`config.mk`:
```
export PLATFORM = sky130hd
export DESIGN_NAME = hbd_cell
export DESIGN_NICKNAME = d
export VERILOG_FILES = /design/src/rtl/hbd_pkg.sv /design/src/rtl/hbd_cell.sv
export SDC_FILE = /design/constraint.sdc
export NUM_CORES = 1
export LEC_CHECK = 0
export BUFFER_PORTS_ARGS = -buffer_cell sky130_fd_sc_hd__buf_2
export CAP_MARGIN = 20
export CORE_MARGIN = 1
export CORE_UTILIZATION = 56
export CTS_CLUSTER_DIAMETER = 100
export CTS_CLUSTER_SIZE = 24
export DETAILED_ROUTE_END_ITERATION = 8
export PLACE_DENSITY_LB_ADDON = 0.2
export SLEW_MARGIN = 25
export SYNTH_ARGS = -nofsm -noshare
export SYNTH_HDL_FRONTEND = slang
export SYNTH_SLANG_ARGS = --single-unit
export TNS_END_PERCENT = 20
```
`constraint.sdc`:
```
create_clock -name clk -period 2.9 [get_ports clk]
set_input_delay 0.87 -clock clk [delete_from_list [all_inputs] [get_ports clk]]
set_output_delay 0.87 -clock clk [all_outputs]
set_load 0.05 [all_outputs]
```
`src/rtl/hbd_pkg.sv`:
```
// Package for the Huffman bit decoder: widths, constants, codes and shared types.
package hbd_pkg;

  localparam int TABLE_ENTRIES = 256;
  localparam int MAX_CODE_LEN  = 16;
  localparam int CELL_ENTRIES  = 16;
  localparam int NUM_CELLS     = (TABLE_ENTRIES + CELL_ENTRIES - 1) / CELL_ENTRIES;

  localparam int BYTE_BITS = 8;
  localparam int IDX_W     = 8;
  localparam int CODE_W    = 16;
  localparam int ELEN_W    = 5;
  localparam int SYM_W     = 8;
  localparam int NBITS_W   = 4;
  localparam int CNT_W     = $clog2(BYTE_BITS);
  localparam int SLOT_W    = $clog2(CELL_ENTRIES);
  localparam int CSEL_W    = IDX_W - SLOT_W;

  // running code holds at most MAX_CODE_LEN bits but is compared against 16-bit codes
  localparam int RC_W   = (MAX_CODE_LEN > CODE_W) ? MAX_CODE_LEN : CODE_W;
  localparam int RL_W   = $clog2(MAX_CODE_LEN + 1);
  localparam int CMPL_W = (RL_W > ELEN_W) ? RL_W : ELEN_W;

  localparam logic OP_LOAD   = 1'b0;
  localparam logic OP_DECODE = 1'b1;

  typedef enum logic [1:0] {
    ST_IDLE,
    ST_LOOK,
    ST_RESOLVE,
    ST_FLUSH
  } hbd_state_t;

  typedef struct packed {
    logic              en;
    logic [SLOT_W-1:0] slot;
    logic [CODE_W-1:0] code;
    logic [ELEN_W-1:0] len;
    logic [SYM_W-1:0]  sym;
  } hbd_load_t;

  typedef struct packed {
    logic [RC_W-1:0]   code;
    logic [CMPL_W-1:0] len;
  } hbd_key_t;

  typedef struct packed {
    logic             hit;
    logic [SYM_W-1:0] sym;
  } hbd_match_t;

endpackage

```
`src/rtl/hbd_cell.sv`:
```
// One cell of the code table: a slice of entries, a local match and a link in the match chain.
module hbd_cell
  import hbd_pkg::*;
(
  input  logic       clk,
  input  logic       rst_n,
  input  hbd_load_t  ld,
  input  hbd_key_t   key,
  input  hbd_match_t chain_in,
  output hbd_match_t chain_out
);

  logic [ELEN_W-1:0] len_r  [CELL_ENTRIES];
  logic [CODE_W-1:0] code_r [CELL_ENTRIES];
  logic [SYM_W-1:0]  sym_r  [CELL_ENTRIES];

  hbd_match_t loc_nxt;
  hbd_match_t loc_r;

  always_ff @(posedge clk) begin
    if (!rst_n) begin
      for (int e = 0; e < CELL_ENTRIES; e++) begin
        len_r[e] <= '0;
      end
    end else if (ld.en) begin
      len_r[ld.slot] <= ld.len;
    end
  end

  always_ff @(posedge clk) begin
    if (ld.en) begin
      code_r[ld.slot] <= ld.code;
      sym_r[ld.slot]  <= ld.sym;
    end
  end

  // lowest slot wins, so walk down from the top
  always_comb begin
    loc_nxt = '0;
    for (int e = CELL_ENTRIES - 1; e >= 0; e--) begin
      if (len_r[e] != '0 && CMPL_W'(len_r[e]) == key.len && RC_W'(code_r[e]) == key.code) begin
        loc_nxt.hit = 1'b1;
        loc_nxt.sym = sym_r[e];
      end
    end
  end

  always_ff @(posedge clk) begin
    if (!rst_n) begin
      loc_r <= '0;
    end else begin
      loc_r <= loc_nxt;
    end
  end

  // lower cells take priority over everything passed down from higher ones
  assign chain_out = loc_r.hit ? loc_r : chain_in;

endmodule

```
# After elaboration in Yosys (flattened, before gate mapping)
# Memories as Yosys holds them, arrays and structs flattened.
# Cells that the tools add are included.
[totals]
ff_bits = 9
ramBits = 464
inputBits = 66
output_inout_bits = 9
word_cells = 111
n_memories = 3
[classes]
n_eq_ne = 32
mux = 25
reduce_logical = 49
[mem_list]
columns = ["memory", "words", "width", "rd", "rd_ports_with_merged_regs", "write_ports", "line", "text"]
rows = [
  ["code_r", 16, 16, 16, 0, 1, "hbd_cell.sv:14", "logic [CODE_W-1:0] code_r [CELL_ENTRIES];"],
  ["sym_r", 16, 8, 16, 0, 1, "hbd_cell.sv:15", "logic [SYM_W-1:0] sym_r [CELL_ENTRIES];"],
  ["len_r", 16, 5, 16, 0, 16, "hbd_cell.sv:13", "logic [ELEN_W-1:0] len_r [CELL_ENTRIES];"],
]
[ops]
columns = ["operator", "count"]
rows = [
  ["$eq A16 B16 Y1", 16],
  ["$mux W9", 17],
  ["$eq A5 B5 Y1", 16],
  ["$reduce_bool A5 Y1", 16],
  ["$logic_and A1 B1 Y1", 32],
  ["$mux W1", 6],
  ["$mux W5", 1],
  ["$reduce_or A5 Y1", 1],
  ["$mux W4", 1],
]

# Logic depth before layout (Yosys ltp)
# Gate-level depths: netlist (run 1).
[depth]
ltp_word = 19
mapped_depth = 13
depth_no_buf = 9

# Least setup slack after synthesis (run 1)
# OpenSTA, ideal clock, no wires.
[synth_timing]
path_kind = "input to register"
startpoint = "input port key[1] (netlist name)"
endpoint = "register loc_r[4] (netlist name)"
setup_time_ps = 122
arrival_time_ps = 2955
t_required_ps = 2778
slack_ps = -177
path_stages = 11
path_buffers = 2
cell_sequence = "buf_2 -> xnor2_1 -> nand4_1 -> nor4_4 -> and2_1 -> buf_6 -> mux2_4 -> mux2_2 -> o31ai_1 -> a31o_1 -> a21oi_1"
[synth_between]
elab_chain_len = 19
word_cells_on_any_way = 64
classes_between = "16 x eq/ne; 16 x mux; 32 x reduce/logical"
[synth_rtl]
columns = ["item", "line", "text"]
rows = [
  ["start, declared", "hbd_cell.sv:8", "input hbd_key_t key,"],
  ["$eq A5 B5 Y1", "hbd_cell.sv:41", "if (len_r[e] != '0 && CMPL_W'(len_r[e]) == key.len && RC_W'(code_r[e]) == key.code) begin"],
  ["$logic_and A1 B1 Y1 (2 in a row)", "hbd_cell.sv:41", ""],
  ["$mux W9 (15 in a row)", "hbd_cell.sv:41", ""],
  ["$mux W9 (*)", "hbd_cell.sv:41", ""],
  ["end signal, assigned", "hbd_cell.sv:52", "loc_r <= loc_nxt;"],
  ["end, declared", "hbd_cell.sv:18", "hbd_match_t loc_r;"],
]
# Every way passes the cells marked *; elsewhere a longest branch is shown, timed or not.
# A chain may end at the register's enable or synchronous reset.

# Final worst setup path (run 1)
[layout_timing]
startpoint = "input port key[11] (netlist name)"
endpoint = "register loc_r[0] (netlist name)"
[layout_between]
elab_chain_len = 18
word_cells_on_any_way = 48
classes_between = "16 x eq/ne; 16 x mux; 16 x reduce/logical"
[layout_rtl]
columns = ["item", "line"]
rows = [
  ["$eq A16 B16 Y1", "hbd_cell.sv:41"],
  ["$logic_and A1 B1 Y1", "hbd_cell.sv:41"],
  ["$mux W9 (15 in a row)", "hbd_cell.sv:41"],
  ["$mux W9 (*)", "hbd_cell.sv:41"],
]
# Marked as above.

==> impl_results.rst, run 1 <==
.. list-table::
   :header-rows: 1

   * - Metric
     - Value
   * - Initial core utilization
     - 56.9%
   * - CTS root buf
     - sky130_fd_sc_hd__clkbuf_16
   * - Hold WC Path Type
     - flip-flop to flip-flop
   * - Worst Setup Path Type
     - primary input to flip-flop
   * - Transition time at the pin with the least slew margin
     - 0.696 ns
   * - Biggest area consumer among synthesized cells
     - sky130_fd_sc_hd__edfxtp_1
   * - Worst setup timing slack at the placement stage
     - -0.759 ns
   * - Most common cell in the netlist
     - sky130_fd_sc_hd__edfxtp_1
   * - Clock buffer depth
     - 3
   * - Number of global-route vias before repair
     - 12.1k
   * - Count of pins on the block boundary
     - 75
   * - Unrepaired setup endpoints after global routing
     - true
   * - Number of DRC violations after detailed routing
     - 0
   * - Share of synthesized area spent on multiplexers
     - 0.895%
   * - Number of port buffers
     - 74
   * - Setup_tns
     - -0.0552 ns
   * - Worst flop-to-flop path startpoint
     - len_r[14][2]
   * - Count of flip-flops with a built-in enable after synthesis
     - 464
   * - Number of fillers in the final layout
     - 2626
   * - Arrival time at the worst endpoint
     - 3.40 ns
   * - Crit path launch type
     - primary input
   * - Sequential cell area
     - 0.0141 mm²
   * - Net load switching power
     - 2840 µW
   * - Total power
     - 12500 µW
   * - Crit path largest cell delay
     - 0.49 ns
   * - Violations in the final reports
     - negative setup slack
   * - CTS tree
     - done
   * - Top post-synthesis cells by count
     - sky130_fd_sc_hd__edfxtp_1, sky130_fd_sc_hd__xnor2_1, sky130_fd_sc_hd__xor2_1, sky130_fd_sc_hd__and2_1, sky130_fd_sc_hd__o21ai_0
   * - Fraction of final layout cells sized beyond drive strength 1
     - 23.2%
   * - Switching part of the total
     - 22.8%
   * - Multi-input gate area
     - 0.00640 mm²
   * - First-pass GRT wire length
     - 75.6 mm
   * - Synthesized flop and latch total
     - 473
   * - Y dimension of the die
     - 195 µm
   * - Endpoint kind of the worst setup timing path
     - flip-flop
   * - Fraction of post-synthesis cell area in the top cell type by area
     - 66.9%
   * - Worst setup path end
     - loc_r[0]
   * - Number of cells traversed by the worst register-to-register path
     - 9
   * - Main flop type after synthesis
     - sky130_fd_sc_hd__edfxtp_1
   * - First element of the critical path
     - key[11]
   * - Pint
     - 9630 µW
   * - Post-synthesis net count
     - 1465
   * - Vias
     - 12.2k
   * - Fraction of the mapped netlist area in simple logic gates
     - 10.3%
   * - Post-synthesis xor/xnor area fraction
     - 13.5%
   * - Layout net count
     - 1677
   * - Reg-to-reg slack, setup
     - -0.02 ns
   * - Antenna violations before repair
     - 0
   * - Total routed wirelength
     - 51.2 mm
   * - Final critical path time including I/O delays and setup
     - 2.96 ns
   * - Area growth from synthesis to layout
     - 14.8%
   * - Final critical-path setup slack
     - -0.0552 ns
   * - Fraction of registers with async set or reset after synthesis
     - 0%
   * - Insertion delay to the later sink of the worst-skew pair
     - 0.56 ns
   * - Maximum VDD drop
     - 0.516 mV
   * - Gp weighted congestion
     - 0.875
   * - Average routed wire per standard cell
     - 24.4 µm
   * - Total power density per cell area
     - 522 mW/mm²
   * - Diode count
     - 0
   * - Main combinational cell family by area after synthesis
     - XOR/XNOR gates
   * - Cell breakdown of the critical path
     - buf_2, buf_4, xor2_1, nor4_2, nand4_4, buf_6, or4_1, a311oi_2, o22ai_1, a31oi_1, o31ai_1
   * - Clock skew after layout
     - 0.0115 ns
   * - Post-CTS Hold Fix Bufs
     - 0
   * - Final period util
     - 102%
   * - Sum of net half-perimeters after detailed placement
     - 35.8 mm
   * - Maximum operating frequency
     - 0.338 GHz
   * - Fraction of the yosys area taken by sequential cells
     - 67.8%
   * - Post-synthesis adder-cell area fraction
     - 0%
   * - Worst relative slew slack
     - 53.6%
   * - Hold violation count in the final report
     - 0
   * - Core area
     - 0.0366 mm²
   * - Largest net degree at the start of global routing
     - 32
   * - Max capacitance violation total
     - 0
   * - Core Rows
     - 70
   * - Sinks on Clock Net
     - 473
   * - Leftover overflow at the end of global routing
     - 0
   * - Most area-consuming cells after synthesis
     - sky130_fd_sc_hd__edfxtp_1, sky130_fd_sc_hd__xnor2_1, sky130_fd_sc_hd__xor2_1, sky130_fd_sc_hd__and2_1, sky130_fd_sc_hd__nor4_1
   * - Gr usage total
     - 27.1%
   * - Number of distinct library cells after synthesis
     - 67
   * - Post-route core utilization
     - 65.3%
   * - Combinational power share
     - 8.8%
   * - Die boundary width
     - 195 µm
   * - Total number of H-tree levels
     - 1
   * - Number of routed nets with antenna violations
     - 0
   * - Via density per instance
     - 5.84
   * - Post-synthesis cell count
     - 1399
   * - Outcome
     - finished, violations left
   * - Slowest stage cell, crit path
     - sky130_fd_sc_hd__or4_1
   * - Yosys synthesis warning count
     - 0
   * - # setup viols final
     - 1
   * - Highest net fanout along the worst path
     - 6
   * - Average footprint of a synthesized cell
     - 14.9 µm²
   * - Power share of the clock group
     - 28.9%
   * - Leakage
     - 0.00803 µW
   * - Area enclosed by the die boundary
     - 0.0380 mm²
   * - Hold Slack
     - 0.479 ns
   * - Synthesized cell area
     - 0.0208 mm²
   * - Relative contribution of sequential cells to total power
     - 62.3%
   * - Post-synthesis compound-gate area fraction
     - 4.44%
   * - Final Max Slew Viols
     - 0
   * - Data required time of the worst path
     - 3.34 ns
   * - Number of buffers created by CTS
     - 23
   * - Clock input transition at the sequential cells of the worst setup and hold paths
     - 0.09 ns
   * - Critical register-to-register path endpoint
     - loc_r[0]
   * - Count of routing violations after the opening detailed-route iteration
     - 1030
   * - Detailed Routing Iterations Pass 1
     - 7
-- cell usage in the layout, fill, tap and decap left out, types with 12 or more instances in the layout --
cell,n
sky130_fd_sc_hd__edfxtp_1,464
sky130_fd_sc_hd__xnor2_1,164
sky130_fd_sc_hd__buf_4,159
sky130_fd_sc_hd__xor2_1,142
sky130_fd_sc_hd__and2_1,85
sky130_fd_sc_hd__buf_2,64
sky130_fd_sc_hd__o21ai_0,51
sky130_fd_sc_hd__nand4_1,45
sky130_fd_sc_hd__nor4_1,41
sky130_fd_sc_hd__nor2_1,33
sky130_fd_sc_hd__a21oi_1,33
sky130_fd_sc_hd__inv_1,27
sky130_fd_sc_hd__clkbuf_16,23
sky130_fd_sc_hd__nor3_1,22
sky130_fd_sc_hd__buf_12,22
sky130_fd_sc_hd__nand2_1,21
sky130_fd_sc_hd__nand3_1,20
sky130_fd_sc_hd__nor2_2,18
sky130_fd_sc_hd__clkbuf_1,17
sky130_fd_sc_hd__nor2b_1,13
sky130_fd_sc_hd__nor4_2,12
sky130_fd_sc_hd__xnor2_2,12
-- per-stage QoR --
stage,cell area [µm²],std cells
after floorplan,20900,1399
after global placement,22900,2051
after detailed placement,22900,2051
after CTS,23700,2094
after global routing,23900,2096
final,23900,2096
-- timing repair --
item	4_1_cts	5_1_grt
hold endpoints to repair	0	0
setup buffers	2	3
resized for setup	17	43
pin swaps	10	27
setup endpoints to repair	6	9
-- routing by layer --
layer	GRT usage, %	share of wire [%]	vias to the layer above
met1	38.7	42	6070
met4	6.59	2.1	0
met3	2.72	7.4	73
met2	44.9	49	546
li1	-	-	5555
met5	0	0	-
-- how the worst min path moves through the flow --
stage,end,cells past startpoint,from
finish,loc_r[3],2,sym_r[1][3]
detailed placement,loc_r[3],2,sym_r[1][3]
floorplan,loc_r[0],2,sym_r[1][0]
global placement,loc_r[0],2,sym_r[1][0]
CTS,loc_r[3],2,sym_r[1][3]
global route,loc_r[1],2,sym_r[1][1]
-- registers in the layout, indices dropped and copies added (netlist names) --
register,cells
code_r,256
sym_r,128
len_r,80
loc_r,9
-- cell type report --
cell class / instances / area share [%]
inverters: 27 / 0.424
well taps: 468 / 2.45
multi-input cells: 832 / 26.8
clock buffers: 40 / 2.67
clock inverters: 2 / 0.0733
flip-flops and latches: 473 / 59.0
repair buffers: 254 / 8.55
-- critical path, delay by kind of cell --
kind,cells,cell delay [ns]
AOI/OAI and AO/OA,4,0.82
and+or+nand+nor,3,1.03
buffers and inverters,3,0.49
xor gates and xnor gates,1,0.18
-- power by group through the flow --
| stage | Clock [µW] | Sequential [µW] | Combinational [µW] |
|---|---|---|---|
| after floorplan | 0 | 7900 | 565 |
| after global placement | 0 | 7920 | 1040 |
| after detailed placement | 0 | 7920 | 1060 |
| after CTS | 3630 | 7770 | 1060 |
| after global routing | 3840 | 7790 | 1160 |
| final | 3600 | 7770 | 1100 |
-- kinds of logic after synthesis --
logic type                count (synthesis)
DFF                                     473
and+or+nand+nor                         354
xor gates and xnor gates                320
AOI/OAI and AO/OA                       141
buffers and inverters                    94
muxes                                    17
No activity file was read; power rests on OpenSTA's default activity.
==> run 2: changes to the inputs <==
Settings changed: GPL_TIMING_DRIVEN set to 0, SLEW_MARGIN 25 to not set.
==> impl_results.rst, run 2 (synthesis gave the netlist of run 1 again) <==
.. list-table::
   :header-rows: 1

   * - Metric
     - Value
   * - Outcome
     - finished, violations left
   * - Violations in the final reports
     - negative setup slack
   * - Vias
     - 11.9k (-3.1%)
   * - Most frequent cells in the layout
     - sky130_fd_sc_hd__edfxtp_1, sky130_fd_sc_hd__xnor2_1, sky130_fd_sc_hd__xor2_1
   * - Count of routing violations after the opening detailed-route iteration
     - 1320 (+28%)
   * - Number of global-route vias before repair
     - 11.7k (-3.5%)
   * - Max capacitance violation total
     - 0 (unchanged)
   * - Diode count
     - 0 (unchanged)
   * - Hold WC Path Type
     - flip-flop to flip-flop
   * - Core area
     - 0.0366 mm² (unchanged)
   * - Sum of net half-perimeters after detailed placement
     - 34.4 mm (-3.9%)
   * - Cell breakdown of the critical path
     - buf_6, buf_12, xor2_1, nor4_4, o2111ai_4, or4_1, a311oi_2, o22ai_2, a31oi_2, o31ai_1
   * - Final non-filler cell total
     - 2005 (-4.3%)
   * - First-pass GRT wire length
     - 75.6 mm (about the same)
   * - Total number of H-tree levels
     - 1 (unchanged)
   * - Final period util
     - 104% (+2.6 points)
   * - Largest registers in the final layout
     - code_r: 256 flops, sym_r: 128 flops, len_r: 80 flops
   * - CTS root buf
     - sky130_fd_sc_hd__clkbuf_16
   * - Fraction of final layout cells sized beyond drive strength 1
     - 18.3% (-4.9 points)
   * - Number of port buffers
     - 53 (-28%)
   * - Leftover overflow at the end of global routing
     - 0 (unchanged)
   * - Arrival time at the worst endpoint
     - 3.47 ns (+0.07 ns)
   * - Count of pins on the block boundary
     - 75 (unchanged)
   * - Number of DRC violations after detailed routing
     - 0 (unchanged)
   * - Family with the most delay on the worst path
     - compound AO/OA/AOI/OAI gates
   * - Transition time at the pin with the least slew margin
     - 0.798 ns (+0.102 ns)
   * - Most common cell after layout, fill and taps aside
     - sky130_fd_sc_hd__edfxtp_1
   * - Buffers plus inverters on the worst setup path
     - 2 (-1)
   * - Final critical path time including I/O delays and setup
     - 3.03 ns (+0.0742 ns)
   * - # setup viols final
     - 7 (+6)
   * - Number of routed nets with antenna violations
     - 0 (unchanged)
   * - Area enclosed by the die boundary
     - 0.0380 mm² (unchanged)
   * - Hold violation count in the final report
     - 0 (unchanged)
   * - Final critical-path setup slack
     - -0.129 ns (-0.0742 ns)
   * - Max reg flops
     - 256 (unchanged)
   * - Clock buffer depth
     - 3 (unchanged)
   * - Layout net count
     - 1586 (-5.4%)
   * - Y dimension of the die
     - 195 µm (unchanged)
   * - Data required time of the worst path
     - 3.34 ns (about the same)
   * - Setup_tns
     - -0.575 ns (-0.520 ns)
   * - Crit path largest cell delay
     - 0.49 ns (about the same)
   * - Worst Setup Path Type
     - primary input to flip-flop
   * - Slowest stage cell, crit path
     - sky130_fd_sc_hd__or4_1
   * - Maximum VDD drop
     - 0.456 mV (-12%)
   * - Gp weighted congestion
     - 0.838 (-4.2%)
   * - Insertion delay to the later sink of the worst-skew pair
     - 0.57 ns (about the same)
   * - Die boundary width
     - 195 µm (unchanged)
   * - Largest net degree at the start of global routing
     - 26 (-19%)
   * - Number of buffers created by CTS
     - 23 (unchanged)
   * - Leakage
     - 0.00757 µW (-5.8%)
   * - Final Max Slew Viols
     - 0 (unchanged)
   * - Via density per instance
     - 5.92 (+1.3%)
   * - Clock input transition at the sequential cells of the worst setup and hold paths
     - 0.10 ns (about the same)
   * - Total routed wirelength
     - 50.8 mm (-0.82%)
   * - Detailed Routing Iterations Pass 1
     - 5 (-2)
   * - Initial core utilization
     - 56.9% (unchanged)
   * - Sinks on Clock Net
     - 473 (unchanged)
   * - Core Rows
     - 70 (unchanged)
   * - Clock skew after layout
     - 0.0243 ns (+0.0128 ns)
   * - Maximum operating frequency
     - 0.330 GHz (-2.4%)
   * - Crit path launch type
     - primary input
   * - Antenna violations before repair
     - 0 (unchanged)
   * - Area growth from synthesis to layout
     - 12.0%
   * - Average routed wire per standard cell
     - 25.3 µm (+3.7%)
   * - Number of fillers in the final layout
     - 2704 (+3.0%)
   * - Total power density per cell area
     - 531 mW/mm² (+1.9%)
   * - CTS tree
     - done
   * - Unrepaired setup endpoints after global routing
     - true
   * - Highest net fanout along the worst path
     - 10 (+4)
   * - Gr usage total
     - 27.2% (+0.15 points)
   * - Top reg by flops
     - code_r
   * - Number of cells in the design after placement
     - 1936 (-5.6%)
   * - Worst relative slew slack
     - 46.2% (-7.4 points)
   * - Endpoint kind of the worst setup timing path
     - flip-flop
## run 2: where the power goes
part           internal, µW  switching [µW]
Sequential             7680            89.7
Clock                  1530            2090
Combinational           348             660
Total                  9550            2840
## run 2: through the flow
stage                     worst slack [ns]  power (µW)  hold slack, ns  instance area [µm²]  util (%)
after floorplan                     -0.126        8470           0.429                20900         -
after global placement               -1.14        8840           0.462                21700      59.4
after detailed placement             -1.15        8880           0.462                22100      60.2
after CTS                          -0.0561       12400           0.495                23200      63.3
after global routing                -0.168       12700           0.532                23300      63.7
final                               -0.129       12400           0.490                23300      63.7
## run 2: cell type report
class                   count  area (µm²)  area share, %
plain buffers              67         597           2.56
clock buffers              40         639           2.74
clock inverters             2        17.5         0.0751
inverters                  27         105          0.451
multi-input cells         832        6490           27.8
flip-flops and latches    473       14100           60.5
well taps                 468         586           2.51
repair buffers             96         771           3.30
## run 2: repair_timing
| action | CTS | global route |
|---|---|---|
| hold buffers | 0 | 0 |
| pin swaps | 18 | 15 |
| resized for setup | 55 | 17 |
| setup buffers | 22 | 5 |
| setup endpoints to repair | 8 | 8 |
## run 2: worst min-delay path: cells and delay by family (launching register included)
kind | cells | cell delay (ns)
AO/OA/AOI/OAI | 2 | 0.13
flip-flops | 1 | 0.33
## run 2: final timing paths
check / startpoint / to / slack (ns) / cells past startpoint
max: key[17] / loc_r[1] / -0.13 / 10
min: sym_r[1][3] / loc_r[3] / 0.49 / 2
max reg2reg: len_r[14][0] / loc_r[1] / -0.13 / 9
min reg2reg: sym_r[1][3] / loc_r[3] / 0.49 / 2
## run 2: metal layers
layer  routed length [µm]  GRT usage [%]  vias to the layer above
met3                 4050           3.40                       54
li1                     -              -                     5367
met2                24400           45.0                      512
met4                  826           4.67                        0
met5                    0              0                        -
met1                21500           39.4                     5931
